--- config.mk ---
export PLATFORM = sky130hd
export DESIGN_NAME = bmp_icon_nearest_upscaler_flat
export DESIGN_NICKNAME = d
export VERILOG_FILES = /design/src/sv/bmpu_pkg.sv /design/src/sv/bmpu_byte_if.sv /design/src/sv/bmpu_pix_if.sv /design/src/sv/bmpu_cfg_if.sv /design/src/sv/bmpu_emit.sv /design/src/sv/bmp_icon_nearest_upscaler.sv /design/src/flat_wrapper.sv
export VERILOG_INCLUDE_DIRS = /design/src /design/src/sv
export SDC_FILE = /design/constraint.sdc
export NUM_CORES = 1
export LEC_CHECK = 0
export BUFFER_PORTS_ARGS = -buffer_cell sky130_fd_sc_hd__buf_2
export CAP_MARGIN = 20
export CELL_PAD_IN_SITES_DETAIL_PLACEMENT = 0
export CELL_PAD_IN_SITES_GLOBAL_PLACEMENT = 2
export CORE_MARGIN = 2
export CORE_UTILIZATION = 44
export CTS_BUF_LIST = sky130_fd_sc_hd__clkbuf_16
export CTS_CLUSTER_SIZE = 8
export DETAILED_ROUTE_END_ITERATION = 8
export GPL_TIMING_DRIVEN = 0
export PLACE_DENSITY_LB_ADDON = 0.1
export SETUP_SLACK_MARGIN = 0.05
export SLEW_MARGIN = 0
export SYNTH_ARGS = -nofsm -noshare
export SYNTH_HDL_FRONTEND = slang
export SYNTH_SLANG_ARGS = --single-unit
--- constraint.sdc ---
create_clock -name clk -period 11.1 [get_ports clk]
set_clock_uncertainty 0.2 [all_clocks]
set_input_delay 1.665 -clock clk [delete_from_list [all_inputs] [get_ports clk]]
set_output_delay 1.665 -clock clk [all_outputs]
set_load 0.01 [all_outputs]
--- src/sv/assert_macros.svh ---
// ----------------------------------------------------------------------------
// Assertion macros
// Shared concurrent assertion forms, clocked on the rising edge and disabled
// while reset is asserted.
// ----------------------------------------------------------------------------
`ifndef ASSERT_MACROS_SVH
`define ASSERT_MACROS_SVH

// The consequent must hold in the same cycle as the antecedent.
`define ASSERT_IMPL(LBL, CLK, RSTN, ANT, CON) \
    LBL: assert property (@(posedge CLK) disable iff (!RSTN) (ANT) |-> (CON)) \
        else $error("same-cycle implication failed");

// The consequent must hold in the cycle after the antecedent.
`define ASSERT_NEXT(LBL, CLK, RSTN, ANT, CON) \
    LBL: assert property (@(posedge CLK) disable iff (!RSTN) (ANT) |=> (CON)) \
        else $error("next-cycle implication failed");

`endif

--- src/sv/bmpu_pkg.sv ---
// ----------------------------------------------------------------------------
// BMP icon upscaler package
// Widths, result codes and the pixel burst record shared by the upscaler.
// ----------------------------------------------------------------------------
package bmpu_pkg;

    localparam int SRC_SIZE_DEFAULT = 40;
    localparam int DST_SIZE_DEFAULT = 70;

    localparam int BYTE_W   = 8;
    localparam int ORIGIN_W = 9;
    localparam int COORD_W  = 10;
    localparam int COLOR_W  = 16;
    localparam int STATUS_W = 2;
    localparam int INDEX_W  = 1;

    localparam logic [STATUS_W-1:0] STAT_PIXEL      = 2'd0;
    localparam logic [STATUS_W-1:0] STAT_BAD_SIG    = 2'd1;
    localparam logic [STATUS_W-1:0] STAT_BAD_SIZE   = 2'd2;
    localparam logic [STATUS_W-1:0] STAT_BAD_OFFSET = 2'd3;

    localparam logic [INDEX_W-1:0] REG_ORIGIN_X = 1'd0;
    localparam logic [INDEX_W-1:0] REG_ORIGIN_Y = 1'd1;

    typedef struct packed {
        logic [COORD_W-1:0]  base_x;
        logic [COORD_W-1:0]  base_y;
        logic [COLOR_W-1:0]  color;
        logic [STATUS_W-1:0] status;
        logic                nx_m1;
        logic                ny_m1;
    } burst_t;

endpackage

--- src/sv/bmpu_byte_if.sv ---
// ----------------------------------------------------------------------------
// File byte channel
// Carries one byte of the bitmap file per request, with a start-of-file mark.
// ----------------------------------------------------------------------------
interface bmpu_byte_if import bmpu_pkg::*; ();

    logic              valid;
    logic              ready;
    logic [BYTE_W-1:0] file_byte;
    logic              start_of_file;

    modport source (output valid, output file_byte, output start_of_file, input ready);
    modport sink (input valid, input file_byte, input start_of_file, output ready);

endinterface

--- src/sv/bmpu_pix_if.sv ---
// ----------------------------------------------------------------------------
// Pixel write channel
// Carries one pixel write or header status per request.
// ----------------------------------------------------------------------------
interface bmpu_pix_if import bmpu_pkg::*; ();

    logic                valid;
    logic                ready;
    logic [COORD_W-1:0]  pixel_x;
    logic [COORD_W-1:0]  pixel_y;
    logic [COLOR_W-1:0]  color;
    logic [STATUS_W-1:0] status;
    logic                last;

    modport source (output valid, output pixel_x, output pixel_y, output color,
                    output status, output last, input ready);
    modport sink (input valid, input pixel_x, input pixel_y, input color,
                  input status, input last, output ready);

endinterface

--- src/sv/bmpu_cfg_if.sv ---
// ----------------------------------------------------------------------------
// Configuration write channel
// Carries a register index and its write data per request.
// ----------------------------------------------------------------------------
interface bmpu_cfg_if import bmpu_pkg::*; ();

    logic                valid;
    logic                ready;
    logic [INDEX_W-1:0]  index;
    logic [ORIGIN_W-1:0] data;

    modport source (output valid, output index, output data, input ready);
    modport sink (input valid, input index, input data, output ready);

endinterface

--- src/sv/bmpu_emit.sv ---
// ----------------------------------------------------------------------------
// Pixel burst emitter
// Holds one burst of up to two by two pixel writes and presents them in turn,
// column outer and row inner, through a registered output.
// ----------------------------------------------------------------------------
module bmpu_emit import bmpu_pkg::*;
(
    input  logic         clk,
    input  logic         rst_n,
    input  logic         load,
    input  burst_t       burst,
    output logic         load_ready,
    bmpu_pix_if.source   dst
);

    logic                busy_reg;
    burst_t              burst_reg;
    logic                dx_reg;
    logic                dy_reg;
    logic                out_valid_reg;
    logic [COORD_W-1:0]  x_reg;
    logic [COORD_W-1:0]  y_reg;
    logic [COLOR_W-1:0]  color_reg;
    logic [STATUS_W-1:0] status_reg;
    logic                last_reg;
    logic                out_free;
    logic                advance;
    logic                at_end;

    assign out_free   = !out_valid_reg || dst.ready;
    assign advance    = busy_reg && out_free;
    assign at_end     = (dx_reg == burst_reg.nx_m1) && (dy_reg == burst_reg.ny_m1);
    assign load_ready = !busy_reg || (advance && at_end);

    always_ff @(posedge clk or negedge rst_n)
    begin
        if (!rst_n)
        begin
            busy_reg      <= 1'b0;
            dx_reg        <= 1'b0;
            dy_reg        <= 1'b0;
            out_valid_reg <= 1'b0;
        end
        else
        begin
            if (load)
            begin
                busy_reg <= 1'b1;
                dx_reg   <= 1'b0;
                dy_reg   <= 1'b0;
            end
            else if (advance)
            begin
                if (at_end)
                begin
                    busy_reg <= 1'b0;
                end
                else if (dy_reg == burst_reg.ny_m1)
                begin
                    dy_reg <= 1'b0;
                    dx_reg <= 1'b1;
                end
                else
                begin
                    dy_reg <= 1'b1;
                end
            end

            if (advance)
            begin
                out_valid_reg <= 1'b1;
            end
            else if (dst.ready)
            begin
                out_valid_reg <= 1'b0;
            end
        end
    end

    always_ff @(posedge clk)
    begin
        if (load)
        begin
            burst_reg <= burst;
        end
        if (advance)
        begin
            x_reg      <= burst_reg.base_x + COORD_W'(dx_reg);
            y_reg      <= burst_reg.base_y + COORD_W'(dy_reg);
            color_reg  <= burst_reg.color;
            status_reg <= burst_reg.status;
            last_reg   <= at_end;
        end
    end

    assign dst.valid   = out_valid_reg;
    assign dst.pixel_x = x_reg;
    assign dst.pixel_y = y_reg;
    assign dst.color   = color_reg;
    assign dst.status  = status_reg;
    assign dst.last    = last_reg;

endmodule

--- src/sv/bmp_icon_nearest_upscaler.sv ---
// ----------------------------------------------------------------------------
// BMP icon nearest-neighbour upscaler: byte parser, RGB565 packer and scaler.
// A byte is taken every cycle while it gives at most one write and dst is ready;
// one giving more writes holds the next byte until its last write goes from the
// burst register to the lone output register. Reset clears parse state, origin.
// ----------------------------------------------------------------------------
`include "assert_macros.svh"

module bmp_icon_nearest_upscaler import bmpu_pkg::*;
#(
    parameter int SRC_SIZE = SRC_SIZE_DEFAULT,
    parameter int DST_SIZE = DST_SIZE_DEFAULT
)
(
    input  logic       clk,
    input  logic       rst_n,
    bmpu_byte_if.sink  src,
    bmpu_pix_if.source dst,
    bmpu_cfg_if.sink   cfg
);

    localparam logic [1:0] PH_HEADER = 2'd0;
    localparam logic [1:0] PH_SKIP   = 2'd1;
    localparam logic [1:0] PH_PIXELS = 2'd2;
    localparam logic [1:0] PH_IDLE   = 2'd3;

    localparam logic [1:0] TRIP_BLUE  = 2'd0;
    localparam logic [1:0] TRIP_GREEN = 2'd1;
    localparam logic [1:0] TRIP_RED   = 2'd2;

    localparam int HDR_LEN        = 54;
    localparam int HDR_OFFSET_POS = 10;
    localparam int HDR_WIDTH_POS  = 18;
    localparam int HDR_HEIGHT_POS = 22;
    localparam int POS_W          = 6;
    localparam int SPAN_DEPTH     = 2 ** POS_W;
    localparam int SPAN_W         = 8;

    localparam logic [POS_W-1:0]  HDR_SIG0_POS = 6'd0;
    localparam logic [POS_W-1:0]  HDR_SIG1_POS = 6'd1;
    localparam logic [POS_W-1:0]  HDR_LAST_POS = POS_W'(HDR_LEN - 1);
    localparam logic [BYTE_W-1:0] ASCII_B      = 8'h42;
    localparam logic [BYTE_W-1:0] ASCII_M      = 8'h4D;

    logic [SPAN_W-1:0] span_lut [SPAN_DEPTH];

    for (genvar g = 0; g < SPAN_DEPTH; g++)
    begin : g_span
        localparam int SpanValue = (g * DST_SIZE) / SRC_SIZE;
        assign span_lut[g] = SPAN_W'(SpanValue);
    end

    logic [1:0]          phase_reg,       phase_next;
    logic [31:0]         byte_count_reg,  byte_count_next;
    logic                sig_good_reg,    sig_good_next;
    logic [31:0]         img_width_reg,   img_width_next;
    logic [31:0]         img_height_reg,  img_height_next;
    logic [31:0]         data_offset_reg, data_offset_next;
    logic [1:0]          triplet_reg,     triplet_next;
    logic [BYTE_W-1:0]   blue_reg,        blue_next;
    logic [BYTE_W-1:0]   green_reg,       green_next;
    logic [POS_W-1:0]    src_col_reg,     src_col_next;
    logic [POS_W-1:0]    src_row_reg,     src_row_next;
    logic [ORIGIN_W-1:0] origin_x_reg;
    logic [ORIGIN_W-1:0] origin_y_reg;

    logic                accept;
    logic                sof;
    logic [BYTE_W-1:0]   b;
    logic [1:0]          cur_phase;
    logic [31:0]         pos;
    logic [POS_W-1:0]    hdr_pos;
    logic [1:0]          lane;
    logic [POS_W-1:0]    cur_col;
    logic [POS_W-1:0]    cur_row;
    logic [POS_W-1:0]    flip_row;
    logic [SPAN_W-1:0]   xs, xe, ys, ye, x_len, y_len;
    logic                do_pixel;
    logic                gen;
    burst_t              burst_next;
    logic                burst_load;
    logic                load_ready;

    assign accept = src.valid && src.ready;
    assign sof    = src.start_of_file;
    assign b      = src.file_byte;

    assign cur_phase = sof ? PH_HEADER : phase_reg;
    assign pos       = sof ? 32'd0 : byte_count_reg;
    assign hdr_pos   = pos[POS_W-1:0];
    assign lane      = 2'(hdr_pos - POS_W'(HDR_OFFSET_POS));
    assign cur_col   = sof ? '0 : src_col_reg;
    assign cur_row   = sof ? '0 : src_row_reg;
    assign flip_row  = POS_W'(SRC_SIZE - 1) - cur_row;

    assign xs    = span_lut[cur_col];
    assign xe    = span_lut[POS_W'(cur_col + 1'b1)];
    assign ys    = span_lut[flip_row];
    assign ye    = span_lut[POS_W'(flip_row + 1'b1)];
    assign x_len = xe - xs;
    assign y_len = ye - ys;

    always_comb
    begin
        phase_next       = cur_phase;
        byte_count_next  = pos + 32'd1;
        sig_good_next    = sof ? 1'b0 : sig_good_reg;
        img_width_next   = sof ? 32'd0 : img_width_reg;
        img_height_next  = sof ? 32'd0 : img_height_reg;
        data_offset_next = sof ? 32'd0 : data_offset_reg;
        triplet_next     = sof ? TRIP_BLUE : triplet_reg;
        blue_next        = sof ? 8'd0 : blue_reg;
        green_next       = sof ? 8'd0 : green_reg;
        src_col_next     = cur_col;
        src_row_next     = cur_row;
        do_pixel         = 1'b0;
        gen              = 1'b0;
        burst_next       = '0;

        unique case (cur_phase)
            PH_HEADER:
            begin
                case (hdr_pos) inside
                    HDR_SIG0_POS:
                        sig_good_next = (b == ASCII_B);
                    HDR_SIG1_POS:
                        sig_good_next = sig_good_next && (b == ASCII_M);
                    [POS_W'(HDR_OFFSET_POS):POS_W'(HDR_OFFSET_POS + 3)]:
                        data_offset_next[8*lane +: 8] = b;
                    [POS_W'(HDR_WIDTH_POS):POS_W'(HDR_WIDTH_POS + 3)]:
                        img_width_next[8*lane +: 8] = b;
                    [POS_W'(HDR_HEIGHT_POS):POS_W'(HDR_HEIGHT_POS + 3)]:
                        img_height_next[8*lane +: 8] = b;
                    default:
                    begin
                    end
                endcase

                if (hdr_pos == HDR_LAST_POS)
                begin
                    if (!sig_good_next)
                    begin
                        gen               = 1'b1;
                        burst_next.status = STAT_BAD_SIG;
                        phase_next        = PH_IDLE;
                    end
                    else if (img_width_next != 32'(SRC_SIZE) ||
                             img_height_next != 32'(SRC_SIZE))
                    begin
                        gen               = 1'b1;
                        burst_next.status = STAT_BAD_SIZE;
                        phase_next        = PH_IDLE;
                    end
                    else if (data_offset_next < 32'(HDR_LEN))
                    begin
                        gen               = 1'b1;
                        burst_next.status = STAT_BAD_OFFSET;
                        phase_next        = PH_IDLE;
                    end
                    else
                    begin
                        phase_next = (data_offset_next == 32'(HDR_LEN)) ? PH_PIXELS : PH_SKIP;
                    end
                end
            end
            PH_SKIP:
            begin
                if (pos == data_offset_next)
                begin
                    phase_next = PH_PIXELS;
                    do_pixel   = 1'b1;
                end
            end
            PH_PIXELS:
                do_pixel = 1'b1;
            default:
            begin
            end
        endcase

        if (do_pixel)
        begin
            unique case (triplet_next)
                TRIP_BLUE:
                begin
                    blue_next    = b;
                    triplet_next = TRIP_GREEN;
                end
                TRIP_GREEN:
                begin
                    green_next   = b;
                    triplet_next = TRIP_RED;
                end
                default:
                begin
                    triplet_next      = TRIP_BLUE;
                    gen               = (x_len != '0) && (y_len != '0);
                    burst_next.base_x = COORD_W'(origin_x_reg) + COORD_W'(xs);
                    burst_next.base_y = COORD_W'(origin_y_reg) + COORD_W'(ys);
                    burst_next.color  = {b[7:3], green_next[7:2], blue_next[7:3]};
                    burst_next.status = STAT_PIXEL;
                    burst_next.nx_m1  = (x_len >= 8'd2);
                    burst_next.ny_m1  = (y_len >= 8'd2);

                    if (POS_W'(cur_col + 1'b1) >= POS_W'(SRC_SIZE))
                    begin
                        src_col_next = '0;
                        if (POS_W'(cur_row + 1'b1) >= POS_W'(SRC_SIZE))
                        begin
                            src_row_next = '0;
                            phase_next   = PH_IDLE;
                        end
                        else
                        begin
                            src_row_next = POS_W'(cur_row + 1'b1);
                        end
                    end
                    else
                    begin
                        src_col_next = POS_W'(cur_col + 1'b1);
                    end
                end
            endcase
        end
    end

    always_ff @(posedge clk or negedge rst_n)
    begin
        if (!rst_n)
        begin
            phase_reg       <= PH_HEADER;
            byte_count_reg  <= '0;
            sig_good_reg    <= 1'b0;
            img_width_reg   <= '0;
            img_height_reg  <= '0;
            data_offset_reg <= '0;
            triplet_reg     <= TRIP_BLUE;
            blue_reg        <= '0;
            green_reg       <= '0;
            src_col_reg     <= '0;
            src_row_reg     <= '0;
        end
        else if (accept)
        begin
            phase_reg       <= phase_next;
            byte_count_reg  <= byte_count_next;
            sig_good_reg    <= sig_good_next;
            img_width_reg   <= img_width_next;
            img_height_reg  <= img_height_next;
            data_offset_reg <= data_offset_next;
            triplet_reg     <= triplet_next;
            blue_reg        <= blue_next;
            green_reg       <= green_next;
            src_col_reg     <= src_col_next;
            src_row_reg     <= src_row_next;
        end
    end

    assign cfg.ready = 1'b1;

    always_ff @(posedge clk or negedge rst_n)
    begin
        if (!rst_n)
        begin
            origin_x_reg <= '0;
            origin_y_reg <= '0;
        end
        else if (cfg.valid)
        begin
            unique case (cfg.index)
                REG_ORIGIN_X: origin_x_reg <= cfg.data;
                REG_ORIGIN_Y: origin_y_reg <= cfg.data;
                default:
                begin
                end
            endcase
        end
    end

    assign burst_load = accept && gen;
    assign src.ready  = load_ready;

    bmpu_emit u_emit
    (
        .clk        (clk),
        .rst_n      (rst_n),
        .load       (burst_load),
        .burst      (burst_next),
        .load_ready (load_ready),
        .dst        (dst)
    );

    `ASSERT_IMPL(a_header_window, clk, rst_n, phase_reg == PH_HEADER, byte_count_reg < 32'(HDR_LEN))
    `ASSERT_NEXT(a_fail_goes_idle, clk, rst_n, burst_load && burst_next.status != STAT_PIXEL, phase_reg == PH_IDLE)
    `ASSERT_IMPL(a_status_is_last, clk, rst_n, dst.valid && dst.status != STAT_PIXEL, dst.last)

endmodule

--- src/flat_wrapper.sv ---
// flat-port wrapper written by rule: the top's interface ports become plain ports
module bmp_icon_nearest_upscaler_flat import bmpu_pkg::*;
#(
    parameter int SRC_SIZE = SRC_SIZE_DEFAULT,
    parameter int DST_SIZE = DST_SIZE_DEFAULT
)
  (clk, rst_n, src_valid, src_file_byte, src_start_of_file, src_ready, dst_valid, dst_pixel_x, dst_pixel_y, dst_color, dst_status, dst_last, dst_ready, cfg_valid, cfg_index, cfg_data, cfg_ready);
  bmpu_byte_if src_i ();
  bmpu_pix_if dst_i ();
  bmpu_cfg_if cfg_i ();
  input  logic clk;
  input  logic rst_n;
  input wire logic [$bits(src_i.valid)-1:0] src_valid;
  input wire logic [$bits(src_i.file_byte)-1:0] src_file_byte;
  input wire logic [$bits(src_i.start_of_file)-1:0] src_start_of_file;
  output wire logic [$bits(src_i.ready)-1:0] src_ready;
  output wire logic [$bits(dst_i.valid)-1:0] dst_valid;
  output wire logic [$bits(dst_i.pixel_x)-1:0] dst_pixel_x;
  output wire logic [$bits(dst_i.pixel_y)-1:0] dst_pixel_y;
  output wire logic [$bits(dst_i.color)-1:0] dst_color;
  output wire logic [$bits(dst_i.status)-1:0] dst_status;
  output wire logic [$bits(dst_i.last)-1:0] dst_last;
  input wire logic [$bits(dst_i.ready)-1:0] dst_ready;
  input wire logic [$bits(cfg_i.valid)-1:0] cfg_valid;
  input wire logic [$bits(cfg_i.index)-1:0] cfg_index;
  input wire logic [$bits(cfg_i.data)-1:0] cfg_data;
  output wire logic [$bits(cfg_i.ready)-1:0] cfg_ready;
  assign src_i.valid = src_valid;
  assign src_i.file_byte = src_file_byte;
  assign src_i.start_of_file = src_start_of_file;
  assign src_ready = src_i.ready;
  assign dst_valid = dst_i.valid;
  assign dst_pixel_x = dst_i.pixel_x;
  assign dst_pixel_y = dst_i.pixel_y;
  assign dst_color = dst_i.color;
  assign dst_status = dst_i.status;
  assign dst_last = dst_i.last;
  assign dst_i.ready = dst_ready;
  assign cfg_i.valid = cfg_valid;
  assign cfg_i.index = cfg_index;
  assign cfg_i.data = cfg_data;
  assign cfg_ready = cfg_i.ready;
  bmp_icon_nearest_upscaler #(.SRC_SIZE(SRC_SIZE), .DST_SIZE(DST_SIZE)) u_core (.clk(clk), .rst_n(rst_n), .src(src_i), .dst(dst_i), .cfg(cfg_i));
endmodule
==> results by group <==
Setup path
  – CP startpoint kind: input pin
  – Critical path peak fanout: 40
  – Crit end category: register
  – Crit path kind: in2reg
  – Crit path DAT: around 11 ns
  – Critical Path RT: 11.06 ns

Final layout
  – Multi-input logic area: 7860 um2
  – Area grow syn2layout: 13.0%
  – Fillers: between 3000 and 4000
  – Max FFs per register: 40
  – Register area: between 6000 and 7000 um2
  – Layout Utilization: 0.503
  – Total Nets Final: 1769
  – Share of post-route cells with drive strength above 1: 0.109
  – ANT cells: 0
  – Post-Layout Cell Count: 2139

Run status
  – Outcome: finished, final reports clean

Clocking
  – Clock Sinks: 257
  – Clock latency on the worst-skew pair: 0.55 ns
  – Hold Buf Count CTS: 0
  – Num CTS Buffers: 38
  – Setup bufs post-CTS: 0
  – Root Buffer: clkbuf_16
  – CTS Buffer Depth: 3
  – Post-CTS sizing: 0
  – H-tree Lvls: 2
  – Worst-path clk slew: 0.05 ns
  – CTS tree: built

Drt
  – First drt pass iteration count: 5
  – Initial DRC Count: 957
  – Via count: 12515
  – Via-to-Cell Ratio: roughly 5.9
  – Per-cell routed wire length: 22.2 um
  – Final WL: 47400 um
  – Routed Antenna Nets: 0
  – Drt drc: 0

Timing
  – Finish-stage setup viols: 0
  – Hold_ws: ~0.22 ns
  – Worst-Margin Slew: 1.07 ns
  – Relative slew slack: 0.285
  – RSZ-0062 raised after global routing: false
  – Fmax: 94.5 MHz
  – Final worst-path setup slack: 0.515 ns
  – Final TNS setup: 0 ns
  – Final Cycle Share: 0.954
  – Fin. Hold Viols: 0
  – Max Slew Vio Count: 0
  – Min cycle time layout: about 11 ns

Yosys
  – Post-Syn Area: 15300 um2
  – Synthesis-stage register bit count: 257
  – Cells after Synth: 1563
  – Netlist cell types: 103
  – Async set or reset register ratio after synthesis: 0.693
  – Post-synth net total: 1665
  – Commonest cells in the netlist: dfrtp_1, nand2_1, nor2_1, o21ai_0, edfxtp_1
  – Sequential area share after synthesis: 0.446
  – Top cell type's share of synthesized area: 0.291
  – Avg Synthesized Cell Area: 9.79 um2
  – Synth top area cells: dfrtp_1, edfxtp_1, ha_1, nand2_1, xor2_1
  – Top-count cell post-synth: dfrtp_1
  – Number of synthesized flops with an enable pin: 79
  – Synth Warn #: 0
  – Prevailing post-synth register cell: dfrtp_1
  – Yosys top cell by area: dfrtp_1

Floorplanning
  – I/O pins: 66
  – Die area: 36300 um2
  – Die Span Y: 191 um
  – Die W: 191 um
  – # rows: approximately 70
  – Initial core utilization: 0.445
  – Core area: ~34000 um2

Power
  – Power Density: 140 nW/um2
  – VDD IR max: 110 uV
  – Leak pwr: 7.40 nW

Place
  – Final Wtd Congestion: around 0.93
  – HPWL after detailed placement: between 30000 and 40000 um
  – Dpl ws: 0.0106 ns
  – PortBufs: 62
  – Placed insts: 2082

Global route
  – Initial antenna violation count: 0
  – Vias in the first global route: between 10000 and 15000
  – Global-route wire length before repair: between 70000 and 80000 um
  – Largest net degree at the start of global routing: 110
  – Total Routing Usage GR: 0.267
  – GRT overflow: 0

Run
  – Max_cap viols: 0

Hold path
  – Hold WC Path Type: reg2reg
## report_power, final
group          internal [mW]  switching, mW  leakage, nW
logic                  0.119          0.240         3.63
registers              0.996         0.0173         3.19
clock network          0.626          0.421        0.571
total                   1.74          0.678         7.40
## cells by family (layout without fill, tap and decap cells)
group | after synthesis | count (layout) | synth area share
adder cells (fa/ha/maj) | 80 | 80 | 0.0670
buffers and inverters | 148 | 269 | 0.0407
AO/OA/AOI/OAI | 357 | 357 | 0.165
other | 1 | 1 | 0.000245
AND/OR/NAND/NOR | 569 | 569 | 0.189
multiplexers | 44 | 44 | 0.0307
flip-flops | 257 | 257 | 0.446
XOR/XNOR | 107 | 107 | 0.0612
## layout make-up
type | instances | share of cell area
multi-input cells | 1158 | 0.454
flip-flops and latches | 257 | 0.395
clock buffers | 39 | 0.0564
well taps | 455 | 0.0329
plain buffers | 83 | 0.0219
repair buffers | 64 | 0.0205
inverters | 65 | 0.0141
clock inverters | 18 | 0.00521
## path summary, 6_finish.rpt
kind / startpoint / endpoint / slack [ns] / depth (start not counted)
min in group asynchronous: rst_n / u_core.origin_y_reg[7]$_DFFE_PN0P_ / 0.88 / 1
max in group asynchronous: rst_n / u_core.img_width_reg[8]$_DFFE_PN0P_ / 8.86 / 2
hold / removal: u_core.u_emit.burst_reg[4]$_SDFFCE_PP0P_ / u_core.u_emit.dst.color[0]$_DFFE_PP_ / 0.22 / 0
setup / recovery: src_start_of_file / u_core.u_emit.burst_reg[22]$_SDFFCE_PP0P_ / 0.52 / 23
hold reg to reg: u_core.u_emit.burst_reg[4]$_SDFFCE_PP0P_ / u_core.u_emit.dst.color[0]$_DFFE_PP_ / 0.22 / 0
setup reg to reg: u_core.src_row_reg[2]$_DFFE_PN0P_ / u_core.u_emit.burst_reg[22]$_SDFFCE_PP0P_ / 4.42 / 18
## critical path, stage by stage
cell and delay (ns):
buf_4 0.21, clkbuf_1 0.73, buf_2 0.42, buf_2 0.35, buf_1 0.68, buf_1 0.77, buf_1 0.63, nor2_1 0.22
ha_1 0.29, and3b_1 0.20, o21ai_0 0.26, clkbuf_1 0.39, a21oi_1 0.13, o21ai_0 0.41, ha_1 0.32, nor2b_1 0.13
o21a_1 0.19, or3_1 0.30, a2111oi_0 0.70, o211a_1 0.25, a211o_1 0.23, or4b_4 0.54, and2_2 0.50
## per-layer routing
metal / routed length (um) / track usage
met1: 23100 / 0.398
met2: 19900 / 0.391
met3: 3460 / 0.0593
met4: 891 / 0.0701
met5: 0 / 0
## per-stage QoR
| step | power (mW) | cell area [um2] |
|---|---|---|
| floorplan | 1.26 | 15300 |
| finish | 2.42 | 17300 |
| CTS | 2.44 | 17300 |
| global placement | 1.38 | 16200 |
| global route | 2.52 | 17300 |
| detailed placement | 1.38 | 16200 |
## cells in the final DEF, fill, tap and decap left out, types with 39 or more instances in the layout
cell | synthesis | layout
buf_2 | 11 | 72
a21oi_1 | 54 | 54
nand3_1 | 51 | 51
xor2_1 | 55 | 55
clkbuf_16 | 0 | 39
nand2_1 | 175 | 175
xnor2_1 | 52 | 52
ha_1 | 74 | 74
o21ai_0 | 81 | 81
dfrtp_1 | 178 | 178
inv_1 | 62 | 75
nor2_1 | 120 | 120
nor3_1 | 42 | 42
clkbuf_1 | 58 | 58
edfxtp_1 | 79 | 79
No activity file was read; power rests on OpenSTA's default activity.
